File: config.mk
export PLATFORM = sky130hd
export DESIGN_NAME = size_class_frame_allocator_core
export DESIGN_NICKNAME = d
export VERILOG_FILES = /design/src/hdl/scfa_pkg.sv /design/src/hdl/size_class_frame_allocator_core.sv /design/src/hdl/scfa_ram.sv /design/src/hdl/scfa_ctrl.sv /design/src/hdl/scfa_datapath.sv
export SDC_FILE = /design/constraint.sdc
export NUM_CORES = 2
export LEC_CHECK = 0
export ABC_AREA = 1
export ABC_CLOCK_PERIOD_IN_PS = 8500
export BUFFER_PORTS_ARGS = -buffer_cell sky130_fd_sc_hd__buf_2
export CAP_MARGIN = 5
export CORE_MARGIN = 10
export CORE_UTILIZATION = 38
export DETAILED_ROUTE_END_ITERATION = 10
export PLACE_DENSITY_LB_ADDON = 0.08
export SKIP_CTS_REPAIR_TIMING = 1
export SYNTH_ARGS = -nofsm -noshare
export SYNTH_HDL_FRONTEND = slang
export SYNTH_SLANG_ARGS = --single-unit
File: constraint.sdc
create_clock -name clk -period 8.5 [get_ports clk]
set_input_delay 1.7 -clock clk [delete_from_list [all_inputs] [get_ports clk]]
set_output_delay 1.7 -clock clk [all_outputs]
set_load 0.01 [all_outputs]
File: src/hdl/scfa_pkg.sv
// Shared types, pool layout constants and helper functions of the frame allocator.
`default_nettype none
package scfa_pkg;

  localparam int FRAMES_SMALL  = 32;
  localparam int FRAMES_MEDIUM = 16;
  localparam int FRAMES_LARGE  = 16;
  localparam int POOL_MAX      = 64;
  localparam int CLASS_N       = 3;

  localparam int FRAME_W = $clog2(POOL_MAX);
  localparam int LINK_W  = FRAME_W + 1;
  localparam int BASE_W  = 32;
  localparam int BYTES_W = 24;
  localparam int PROD_W  = LINK_W + BYTES_W;

  localparam logic [LINK_W-1:0] LINK_END = LINK_W'(POOL_MAX);

  // Cut class counts so the pool never exceeds its maximum.
  localparam int CNT0 = (FRAMES_SMALL < POOL_MAX) ? FRAMES_SMALL : POOL_MAX;
  localparam int CNT1 = (FRAMES_MEDIUM < POOL_MAX - CNT0) ? FRAMES_MEDIUM : POOL_MAX - CNT0;
  localparam int CNT2 = (FRAMES_LARGE < POOL_MAX - CNT0 - CNT1) ? FRAMES_LARGE
                        : POOL_MAX - CNT0 - CNT1;

  typedef logic [LINK_W-1:0] link_t;
  typedef logic [1:0]        cls_t;

  localparam cls_t CLASS_NONE = 2'd3;

  localparam link_t CLS_FIRST [CLASS_N] = '{link_t'(0), link_t'(CNT0), link_t'(CNT0 + CNT1)};
  localparam link_t CLS_COUNT [CLASS_N] = '{link_t'(CNT0), link_t'(CNT1), link_t'(CNT2)};

  localparam logic [BYTES_W-1:0] BYTES_SMALL_RST  = 24'd4096;
  localparam logic [BYTES_W-1:0] BYTES_MEDIUM_RST = 24'd16384;
  localparam logic [BYTES_W-1:0] BYTES_LARGE_RST  = 24'd65536;

  typedef enum logic [1:0] {
    ST_OK        = 2'd0,
    ST_EMPTY     = 2'd1,
    ST_INACTIVE  = 2'd2,
    ST_BAD_CLASS = 2'd3
  } status_t;

  typedef enum logic {
    REQ_ALLOC   = 1'b0,
    REQ_RECLAIM = 1'b1
  } req_t;

  typedef enum logic [1:0] {
    CFG_BASE   = 2'd0,
    CFG_SMALL  = 2'd1,
    CFG_MEDIUM = 2'd2,
    CFG_LARGE  = 2'd3
  } cfg_idx_t;

  typedef enum logic [2:0] {
    S_IDLE,
    S_EXEC,
    S_MUL,
    S_ACC,
    S_DONE
  } state_t;

  typedef struct packed {
    logic capture;
    logic exec;
    logic mul;
    logic acc;
  } ctrl_cmd_t;

  typedef struct packed {
    logic alloc_ok;
    logic last_term;
  } dp_stat_t;

  // Class that owns frame f, CLASS_NONE past the end of the pool.
  function automatic cls_t class_of(input logic [FRAME_W-1:0] f);
    logic [LINK_W:0] fx;
    cls_t            c;
    fx = {2'b00, f};
    c  = CLASS_NONE;
    for (int k = CLASS_N - 1; k >= 0; k--) begin
      if (fx >= {1'b0, CLS_FIRST[k]} &&
          fx < ({1'b0, CLS_FIRST[k]} + {1'b0, CLS_COUNT[k]})) begin
        c = cls_t'(k);
      end
    end
    return c;
  endfunction

  // Link of frame f right after reset: next frame of its class or end.
  function automatic link_t link_reset(input logic [FRAME_W-1:0] f);
    cls_t            c;
    logic [LINK_W:0] nxt;
    link_t           l;
    c   = class_of(f);
    nxt = {2'b00, f} + (LINK_W + 1)'(1);
    l   = LINK_END;
    if (c != CLASS_NONE) begin
      if (nxt < ({1'b0, CLS_FIRST[c]} + {1'b0, CLS_COUNT[c]})) begin
        l = nxt[LINK_W-1:0];
      end
    end
    return l;
  endfunction

endpackage
`default_nettype wire

File: src/hdl/size_class_frame_allocator_core.sv
// Top level of the size-class frame allocator: controller plus datapath.
//
//   channel   ports                                          handshake
//   request   start, busy, req_type, size_class, frame_id    start && !busy
//   result    done, status, granted_frame, stack_address     done, one cycle
//   config    cfg_valid, cfg_ready, cfg_index, cfg_data      cfg_valid && cfg_ready
//
// A reclaim or a failed allocate goes from EXEC straight to DONE;
// an allocate runs MUL/ACC rounds before DONE, one per stack area term, on
// the shared multiplier: one for each earlier class and one for its own.
// busy drops the cycle after done, so one request runs at a time.
// rst is synchronous: it restores every class list to ascending order.
// Results cannot be held off; config writes are always ready.
`default_nettype none
module size_class_frame_allocator_core
  import scfa_pkg::*;
(
  input  wire logic               clk,
  input  wire logic               rst,
  input  wire logic               start,
  output logic                    busy,
  input  wire logic               req_type,
  input  wire logic [1:0]         size_class,
  input  wire logic [FRAME_W-1:0] frame_id,
  output logic                    done,
  output logic [1:0]              status,
  output logic [FRAME_W-1:0]      granted_frame,
  output logic [BASE_W-1:0]       stack_address,
  input  wire logic               cfg_valid,
  output logic                    cfg_ready,
  input  wire logic [1:0]         cfg_index,
  input  wire logic [BASE_W-1:0]  cfg_data
);

  ctrl_cmd_t cmd;
  dp_stat_t  stat;

  assign cfg_ready = 1'b1;

  scfa_ctrl u_ctrl (
    .clk   (clk),
    .rst   (rst),
    .start (start),
    .stat  (stat),
    .cmd   (cmd),
    .busy  (busy),
    .done  (done)
  );

  scfa_datapath u_dp (
    .clk           (clk),
    .rst           (rst),
    .cmd           (cmd),
    .stat          (stat),
    .req_type      (req_type),
    .size_class    (size_class),
    .frame_id      (frame_id),
    .cfg_valid     (cfg_valid && cfg_ready),
    .cfg_index     (cfg_index),
    .cfg_data      (cfg_data),
    .status        (status),
    .granted_frame (granted_frame),
    .stack_address (stack_address)
  );

endmodule
`default_nettype wire

File: src/hdl/scfa_ram.sv
// Generic single-write, single-read RAM with registered read data.
`default_nettype none
module scfa_ram #(
  parameter int WIDTH = 8,
  parameter int DEPTH = 64
) (
  input  wire logic                     clk,
  input  wire logic                     we,
  input  wire logic [$clog2(DEPTH)-1:0] waddr,
  input  wire logic [WIDTH-1:0]         wdata,
  input  wire logic [$clog2(DEPTH)-1:0] raddr,
  output logic      [WIDTH-1:0]         rdata
);

  logic [WIDTH-1:0] mem [DEPTH];

  always_ff @(posedge clk) begin
    if (we) begin
      mem[waddr] <= wdata;
    end
    rdata <= mem[raddr];
  end

endmodule
`default_nettype wire

File: src/hdl/scfa_ctrl.sv
// Controller state machine sequencing one request through the datapath.
`default_nettype none
module scfa_ctrl
  import scfa_pkg::*;
(
  input  wire logic      clk,
  input  wire logic      rst,
  input  wire logic      start,
  input  wire dp_stat_t  stat,
  output ctrl_cmd_t      cmd,
  output logic           busy,
  output logic           done
);

  state_t state, state_next;

  always_ff @(posedge clk) begin
    if (rst) begin
      state <= S_IDLE;
    end else begin
      state <= state_next;
    end
  end

  always_comb begin
    state_next = state;
    unique case (state)
      S_IDLE: if (start) state_next = S_EXEC;
      S_EXEC: state_next = stat.alloc_ok ? S_MUL : S_DONE;
      S_MUL:  state_next = S_ACC;
      S_ACC:  state_next = stat.last_term ? S_DONE : S_MUL;
      S_DONE: state_next = S_IDLE;
      default: state_next = S_IDLE;
    endcase
  end

  always_comb begin
    cmd  = '0;
    busy = 1'b1;
    done = 1'b0;
    unique case (state)
      S_IDLE: begin
        busy        = 1'b0;
        cmd.capture = start;
      end
      S_EXEC: cmd.exec = 1'b1;
      S_MUL:  cmd.mul  = 1'b1;
      S_ACC:  cmd.acc  = 1'b1;
      S_DONE: done     = 1'b1;
      default: busy    = 1'b1;
    endcase
  end

endmodule
`default_nettype wire

File: src/hdl/scfa_datapath.sv
// Datapath: free lists, active flags, configuration and address accumulator.
`default_nettype none
module scfa_datapath
  import scfa_pkg::*;
(
  input  wire logic               clk,
  input  wire logic               rst,
  input  wire ctrl_cmd_t          cmd,
  output dp_stat_t                stat,
  input  wire logic               req_type,
  input  wire logic [1:0]         size_class,
  input  wire logic [FRAME_W-1:0] frame_id,
  input  wire logic               cfg_valid,
  input  wire logic [1:0]         cfg_index,
  input  wire logic [BASE_W-1:0]  cfg_data,
  output logic [1:0]              status,
  output logic [FRAME_W-1:0]      granted_frame,
  output logic [BASE_W-1:0]       stack_address
);

  // Configuration registers
  logic [BASE_W-1:0]  base;
  logic [BYTES_W-1:0] bytes [CLASS_N];

  // Allocator state
  link_t               head [CLASS_N];
  logic [POOL_MAX-1:0] active;
  logic [POOL_MAX-1:0] link_valid;

  // Captured request
  logic               req_q;
  cls_t               cls_q;
  logic [FRAME_W-1:0] fid_q;
  logic [FRAME_W-1:0] rd_addr_q;
  logic               rd_valid_q;

  // Address accumulation
  cls_t              term_k;
  logic [PROD_W-1:0] prod;
  logic [FRAME_W-1:0] frame_q;

  logic [FRAME_W-1:0] rd_addr_next;
  cls_t               in_sel;
  cls_t               cls_sel;
  link_t              head_cur;
  link_t              ram_q;
  link_t              link_cur;
  logic               alloc_ok;
  cls_t               rc_cls;
  cls_t               rc_sel;
  logic               rc_ok;
  status_t            status_next;
  logic [FRAME_W-1:0] idx;
  link_t              mul_a;
  logic [BYTES_W-1:0] mul_b;

  // Read the head frame's link as the request is taken.
  assign in_sel       = (size_class == CLASS_NONE) ? cls_t'(0) : cls_t'(size_class);
  assign rd_addr_next = head[in_sel][FRAME_W-1:0];

  scfa_ram #(
    .WIDTH (LINK_W),
    .DEPTH (POOL_MAX)
  ) u_link_ram (
    .clk   (clk),
    .we    (cmd.exec && rc_ok),
    .waddr (fid_q),
    .wdata (head[rc_sel]),
    .raddr (rd_addr_next),
    .rdata (ram_q)
  );

  assign cls_sel  = (cls_q == CLASS_NONE) ? cls_t'(0) : cls_q;
  assign head_cur = head[cls_sel];
  assign link_cur = rd_valid_q ? ram_q : link_reset(rd_addr_q);
  assign alloc_ok = (req_q == REQ_ALLOC) && (cls_q != CLASS_NONE) && !head_cur[LINK_W-1];

  assign rc_cls = class_of(fid_q);
  assign rc_sel = (rc_cls == CLASS_NONE) ? cls_t'(0) : rc_cls;
  assign rc_ok  = (req_q == REQ_RECLAIM) && (rc_cls != CLASS_NONE) && active[fid_q];

  always_comb begin
    if (req_q == REQ_ALLOC) begin
      if (cls_q == CLASS_NONE) begin
        status_next = ST_BAD_CLASS;
      end else if (head_cur[LINK_W-1]) begin
        status_next = ST_EMPTY;
      end else begin
        status_next = ST_OK;
      end
    end else begin
      status_next = rc_ok ? ST_OK : ST_INACTIVE;
    end
  end

  // Earlier classes add their whole stack area, the own class adds idx stacks.
  assign idx = frame_q - CLS_FIRST[cls_sel][FRAME_W-1:0];
  always_comb begin
    if (term_k < cls_sel) begin
      mul_a = CLS_COUNT[term_k];
      mul_b = bytes[term_k];
    end else begin
      mul_a = {1'b0, idx};
      mul_b = bytes[cls_sel];
    end
  end

  assign stat.alloc_ok  = alloc_ok;
  assign stat.last_term = (term_k == cls_sel);

  always_ff @(posedge clk) begin
    if (rst) begin
      base       <= '0;
      bytes[0]   <= BYTES_SMALL_RST;
      bytes[1]   <= BYTES_MEDIUM_RST;
      bytes[2]   <= BYTES_LARGE_RST;
      active     <= '0;
      link_valid <= '0;
      for (int k = 0; k < CLASS_N; k++) begin
        head[k] <= (CLS_COUNT[k] != '0) ? CLS_FIRST[k] : LINK_END;
      end
    end else begin
      if (cfg_valid) begin
        unique case (cfg_idx_t'(cfg_index))
          CFG_BASE:   base     <= cfg_data;
          CFG_SMALL:  bytes[0] <= cfg_data[BYTES_W-1:0];
          CFG_MEDIUM: bytes[1] <= cfg_data[BYTES_W-1:0];
          CFG_LARGE:  bytes[2] <= cfg_data[BYTES_W-1:0];
        endcase
      end
      if (cmd.exec) begin
        if (alloc_ok) begin
          active[rd_addr_q] <= 1'b1;
          head[cls_sel]     <= link_cur;
        end else if (rc_ok) begin
          active[fid_q]     <= 1'b0;
          link_valid[fid_q] <= 1'b1;
          head[rc_sel]      <= {1'b0, fid_q};
        end
      end
    end
  end

  always_ff @(posedge clk) begin
    if (cmd.capture) begin
      req_q      <= req_type;
      cls_q      <= size_class;
      fid_q      <= frame_id;
      rd_addr_q  <= rd_addr_next;
      rd_valid_q <= link_valid[rd_addr_next];
    end
    if (cmd.exec) begin
      status        <= status_next;
      frame_q       <= rd_addr_q;
      granted_frame <= alloc_ok ? rd_addr_q : '0;
      stack_address <= alloc_ok ? base : '0;
      term_k        <= '0;
    end
    if (cmd.mul) begin
      prod <= mul_a * mul_b;
    end
    if (cmd.acc) begin
      stack_address <= stack_address + BASE_W'(prod);
      term_k        <= term_k + cls_t'(1);
    end
  end

endmodule
`default_nettype wire

; After elaboration in Yosys (flattened, before gate mapping)
; Memory sizes are Yosys's and may differ from the RTL's. A register that Yosys moved wholly into a read port is not among the register bits.
; Cells that the tools add are included.
[totals]
inputBits = 47
word_cells = 178
output_inout_bits = 43
n_memories = 3
mem_bits_rw = 541
ff_bits = 258
[op_classes]
eq_ne = 15
muxes = 90
n_addsub = 5
n_reduce_logical = 19
bitwise = 12
n_lt_le_gt_ge = 18
mul = 1
[memory_table]
columns = name, depth, word_bits, rd, rd_clocked_by_memory_dff, write_ports, line_no
row1 = u_dp.u_link_ram.mem, 64, 7, 1, 1, 1, scfa_ram.sv:15  ; logic [WIDTH-1:0] mem [DEPTH];
row2 = u_dp.bytes, 3, 24, 2, 1, 3, scfa_datapath.sv:23  ; logic [BYTES_W-1:0] bytes [CLASS_N];
row3 = u_dp.head, 3, 7, 3, 0, 3, scfa_datapath.sv:26  ; link_t head [CLASS_N];
[ops]
columns = op, n
row1 = $mux 64, 2
row2 = $or 64x64->64, 2
row3 = $mux 24, 4
row4 = $mux 32, 3
row5 = $mux 7, 12
row6 = $and 64x64->64, 1
row7 = $not 64->64, 1
row8 = $bmux 7 s2, 4
row9 = $mux 1, 40
row10 = $add 32x31->32, 1
row11 = $mul 7x24->31, 1
row12 = $mux 2, 15
row13 = $ge 6x6->1 const B, 4
row14 = $lt 6x6->1 const B, 4
row15 = $lt 6x7->1 const B, 3
row16 = $reduce_or 7->1, 2
row17 = $bmux 1 s6, 2
row18 = $demux 1 s6, 2
row19 = $ge 6x1->1 const B, 2
row20 = $mux 6, 2
row21 = $pmux 3 s4, 1
row22 = $eq 2x2->1 const B, 5
row23 = $ge 3x3->1 const B, 3
row24 = $logic_and 1x1->1, 9
row25 = other kinds (22), 35

; Depth between registers and ports, before layout
[logic_depth]
word_depth = 15
depth_mapped = 36

; By module
; Synthesis repeated with hierarchy kept, for this count alone.
[unflattened]
hier_cells = 4691
area_unflattened_um2 = 42236.8
[modules_own_cells]
columns = module, area_each_um2, seq_area_each_um2, instances, cells_per_inst
row1 = scfa_datapath, 23491.3, 8918.6, 1, 3071
row2 = scfa_ram, 18545.3, 13593.0, 1, 1590
row3 = scfa_ctrl, 188.9, 60.1, 1, 28
row4 = size_class_frame_allocator_core, 11.3, 0.0, 1, 2

; Least setup slack after synthesis
; No wires, ideal clock.
[synth_timing]
path_type = reg2reg
from = reg u_dp.cls_q[1]
to = reg u_dp.prod[23] (data pin)
path_stages_with_launch = 31
slack_ps = 2164
path_buffers = 4
required_ps = 8238
setup_time_ps = 262
arrival_ps = 6074
path_cell_list = edfxtp_1 > ha_1 > buf_2 > inv_2 > clkbuf_1 > ha_1 > inv_1 > nor2_1 > nor2_1 > clkbuf_1 > buf_1 > nand2_1 > nand2_1 > inv_1 > nand2_1 > fa_1 > fa_1 > inv_1 > fa_1 > inv_1 > fa_1 > inv_1 > ha_1 > a21o_1 > a21oi_1 > o21ai_0 > nand3_1 > nand2_1 > a21boi_0 > o21bai_1 > xor2_1
[synth_between]
elab_chain_cells = 9
elab_cells_between_ends = 12
classes_between = add/sub: 1 / mul: 1 / order compare: 1 / eq/ne: 1 / mux: 6 / bitwise: 1 / memory: 1
[synth_rtl]
columns = element, line_no
row1 = "start, declared", scfa_datapath.sv:32  ; cls_t cls_q;
row2 = "start signal, assigned", scfa_datapath.sv:147  ; cls_q <= size_class;
row3 = $eq 2x2->1, scfa_datapath.sv:73  ; assign cls_sel = (cls_q == CLASS_NONE) ? cls_t'(0) : cls_q;
row4 = $mux 2 *, scfa_datapath.sv:73
row5 = $not 2->3 (not written as such), scfa_datapath.sv:97  ; assign idx = frame_q - CLS_FIRST[cls_sel][FRAME_W-1:0];
row6 = $bmux 7 s2, scfa_datapath.sv:97
row7 = $mux 6 (not written as such) (2 in a row), scfa_datapath.sv:97
row8 = $sub 6x6->6, scfa_datapath.sv:97
row9 = $mux 7, scfa_datapath.sv:99  ; if (term_k < cls_sel) begin
row10 = $mul 7x24->31 *, scfa_datapath.sv:160  ; prod <= mul_a * mul_b;
row11 = "end signal, assigned", scfa_datapath.sv:160
row12 = "end, declared", scfa_datapath.sv:39  ; logic [PROD_W-1:0] prod;
; Mark *: on every way between the ends. The rest lies on a longest branch, timed or not. The select of a mux whose other input is x is not followed.
; A chain may end at the register's enable or synchronous reset.

; Final worst setup path
[layout_timing]
from = reg u_dp.cls_q[0]
to = reg u_dp.prod[29] (data pin)
; The elaborated chain is that of the path after synthesis.

==> impl_metrics.toml <==
[die]
pin_count = 90
die_x_um = 353
fp.dieH_um = 353
die-area_mm2 = 0.124
start_util_pct = 38.5
num_rows = 121
core_mm2 = 0.109

[place]
dpl_cell_area_mm2 = 0.0441
port_buffers = 88
dp_slack_ns = 1.98
gp_congestion = 0.882
dp_cells = 5882
dp_hpwl_um = 86500

[clocking]
cts_num_sinks = 809
cts_root_buf = "clkbuf_16"
clock_latency_ns = 0.71
cts_tree = "built"
cts_buffers = 92
cts.htree.levels = 3
cts.clk_slew.worst_paths_ns = 0.06
cts.path.max_buffers = 3

[global_routing]
antenna_found_initial = 1
grtUsageTotal_pct = 20.5
grt_pass1_vias = 30657
use_met2_pct = 34.9
grt.met1_usage_pct = 27.2
grt_pass1_wl_um = 197000
overflow = 0
met3_usage_pct = 2.54
grt_max_degree = 221
grt.busiest_layer = "met2"

[timing]
grt_setup_unrepaired = "false"
finalSetupViolations = 0
fin_skew_ns = 0.0592
finalCritPeriodShare_pct = 76.9
period_minus_slack_ns = 6.53
clock.fmax_mhz = 153
drv_slew = 0
tightest_slew_ns = 1.24
fin_tns_setup_ns = 0
hold_violations = 0
layout_setup_ws_ns = 1.97
slew_headroom_pct = 17.1

[yosys]
synth_top_flop_cell = "edfxtp_1"
ys_warn_count = 0
ys_types = 52
ys_ff_latch = 809
syn_avg_cell_area_um2 = 9.39
seq_area_frac_synth_pct = 53.7
synth_mux_area_share_pct = 0
synth_top_family_by_area = "simple AND/OR/NAND/NOR gates"
synth-compound-area-share_pct = 13.1
syn_area_mm2 = 0.0420
synth_edf_count = 637
synthCells = 4479
async_reset_ff_share_pct = 0
synthSimpleGateAreaFrac_pct = 17.1
synth_xor_area_share_pct = 0.875
syn_nets = 4726
synthAdderAreaFrac_pct = 7.52

[worst_hold_path]
holdPathEnd = "u_dp.link_valid[12]$_SDFFE_PP0P_"
min_from = "u_dp.link_valid[12]$_SDFFE_PP0P_"
hold_path_class = "reg -> reg"
hold_depth = 2

[setup_path]
crit_family = "adder cells"
reg2reg_depth = 27
rrSetupSlack_ns = 1.97
worstPathRequired_ns = 8.91
r2r-start = "u_dp.cls_q[0]$_DFFE_PP_"
crit_buf_inv = 9
path_common_cell = "inv_1"
cp_max_fo = 28
slowest_delay_ns = 0.86
cp_slowest_cell = "o21ai_2"
rr_endpoint = "u_dp.prod[29]$_DFFE_PP_"
critPathKind = "reg -> reg"
end_kind = "register"
worst_setup_path_start_kind = "register"
cp.arrival_ns = 6.94

[detailed_routing]
drtIter0Drc = 2530
wl_um = 131000
viasPerCell = 5.22
vias = 31577
avgRoutedWirePerCell_um = 21.7
drc_errors = 0
ant_nets = 0
firstDrtPassIters = 8

[power]
cellPowerDensity_mw_per_mm2 = 284
leakage_nw = 19.1
irDropWorstVdd_uv = 188

[cells_and_area]
final_cell_mix = "nand2_1 (671), edfxtp_1 (637), inv_1 (587)"
antenna_cells = 0
nets = 4747
design_area_mm2 = 0.0472
syn_to_final_growth_pct = 12.3
drive_gt1_share_pct = 9.30
final_cells = 6055
final_common_cell = "nand2_1"

[job]
drv_cap = 0

[run_status]
outcome = "complete, no violations"
tightest hold or removal path, delay by kind of cell (launching register included):
kind                   cells  cell delay (ns)
buffers and inverters      1             0.06
AOI/OAI and AO/OA          1             0.06
DFF                        1             0.30
synthesized netlist by cell type (64+ instances only):
cell type | number | share of area, %
buf_2 | 64 | 0.76
o21ai_0 | 352 | 4.2
fa_1 | 88 | 4.2
nand2_1 | 672 | 6.0
edfxtp_1 | 637 | 45
nand3_1 | 365 | 4.3
o211ai_1 | 201 | 3.6
clkbuf_1 | 129 | 1.2
ha_1 | 112 | 3.3
nor2_1 | 466 | 4.2
inv_1 | 590 | 5.3
dfxtp_1 | 172 | 8.2
a21oi_1 | 245 | 2.9
power by group:
group	switching (mW)	leakage, nW	total [mW]	internal [mW]
registers	0.0876	7.28	4.70	4.61
clock network	1.70	1.54	4.15	2.45
logic	3.00	10.3	4.57	1.56
stage by stage:
stage | utilization, % | hold WS [ns] | power, mW
global route | 43.2 | 0.466 | 14.4
global placement | 40.3 | 0.440 | 9.38
detailed placement | 40.3 | 0.445 | 9.36
finish | 43.2 | 0.456 | 13.4
CTS | 43.2 | 0.456 | 13.5
floorplan | - | 0.424 | 8.10
cell type report:
type                            count  area, um2
Fill cell                       10771      62100
Multi-Input combinational cell   2836      16400
Clock inverter                     48        601
Inverter                          606       2280
Timing Repair Buffer              155        985
Clock buffer                      125       2550
Sequential cell                   809      22600
Tap cell                         1476       1850
kinds of logic (layout without fill, tap and decap cells):
kind of cell | after synthesis | after routing
buffers and inverters | 834 | 934
XOR/XNOR | 42 | 42
AND/OR/NAND/NOR | 1658 | 1658
adder cells (fa/ha/maj) | 200 | 200
AO/OA/AOI/OAI | 935 | 935
flip-flops | 809 | 809
other | 1 | 1
worst max path at each step:
stage                                  from                 endpoint  slack [ns]  depth (start not counted)
finish              u_dp.cls_q[0]$_DFFE_PP_  u_dp.prod[29]$_DFFE_PP_        1.97                         27
global route        u_dp.cls_q[0]$_DFFE_PP_  u_dp.prod[29]$_DFFE_PP_        1.47                         27
CTS                 u_dp.cls_q[0]$_DFFE_PP_  u_dp.prod[29]$_DFFE_PP_        1.94                         27
detailed placement  u_dp.cls_q[0]$_DFFE_PP_  u_dp.prod[29]$_DFFE_PP_        1.98                         27
global placement    u_dp.cls_q[0]$_DFFE_PP_  u_dp.prod[29]$_DFFE_PP_        1.99                         27
floorplan           u_dp.cls_q[1]$_DFFE_PP_  u_dp.prod[23]$_DFFE_PP_        2.16                         30
routing by layer:
| layer | up-vias | part of all wire (%) |
|---|---|---|
| li1 | 15279 | - |
| met1 | 15342 | 44 |
| met2 | 781 | 48 |
| met3 | 175 | 4.8 |
| met4 | 0 | 2.7 |
| met5 | - | 0 |
sequential cells by signal (all words and copies together), names as in the netlist, 3 cells and up, named ones only:
name	flops
u_dp.fid_q	6
u_dp.link_valid	64
u_dp.u_link_ram.rdata	7
u_dp.active	64
u_dp.prod	31
u_ctrl.state	3
u_dp.stack_address	32
u_dp.bytes	72
u_dp.rd_addr_q	6
u_dp.head	22
u_dp.granted_frame	6
u_dp.frame_q	6
u_dp.base	32
u_dp.u_link_ram.mem	448
Power figures use the tool's default switching activity.
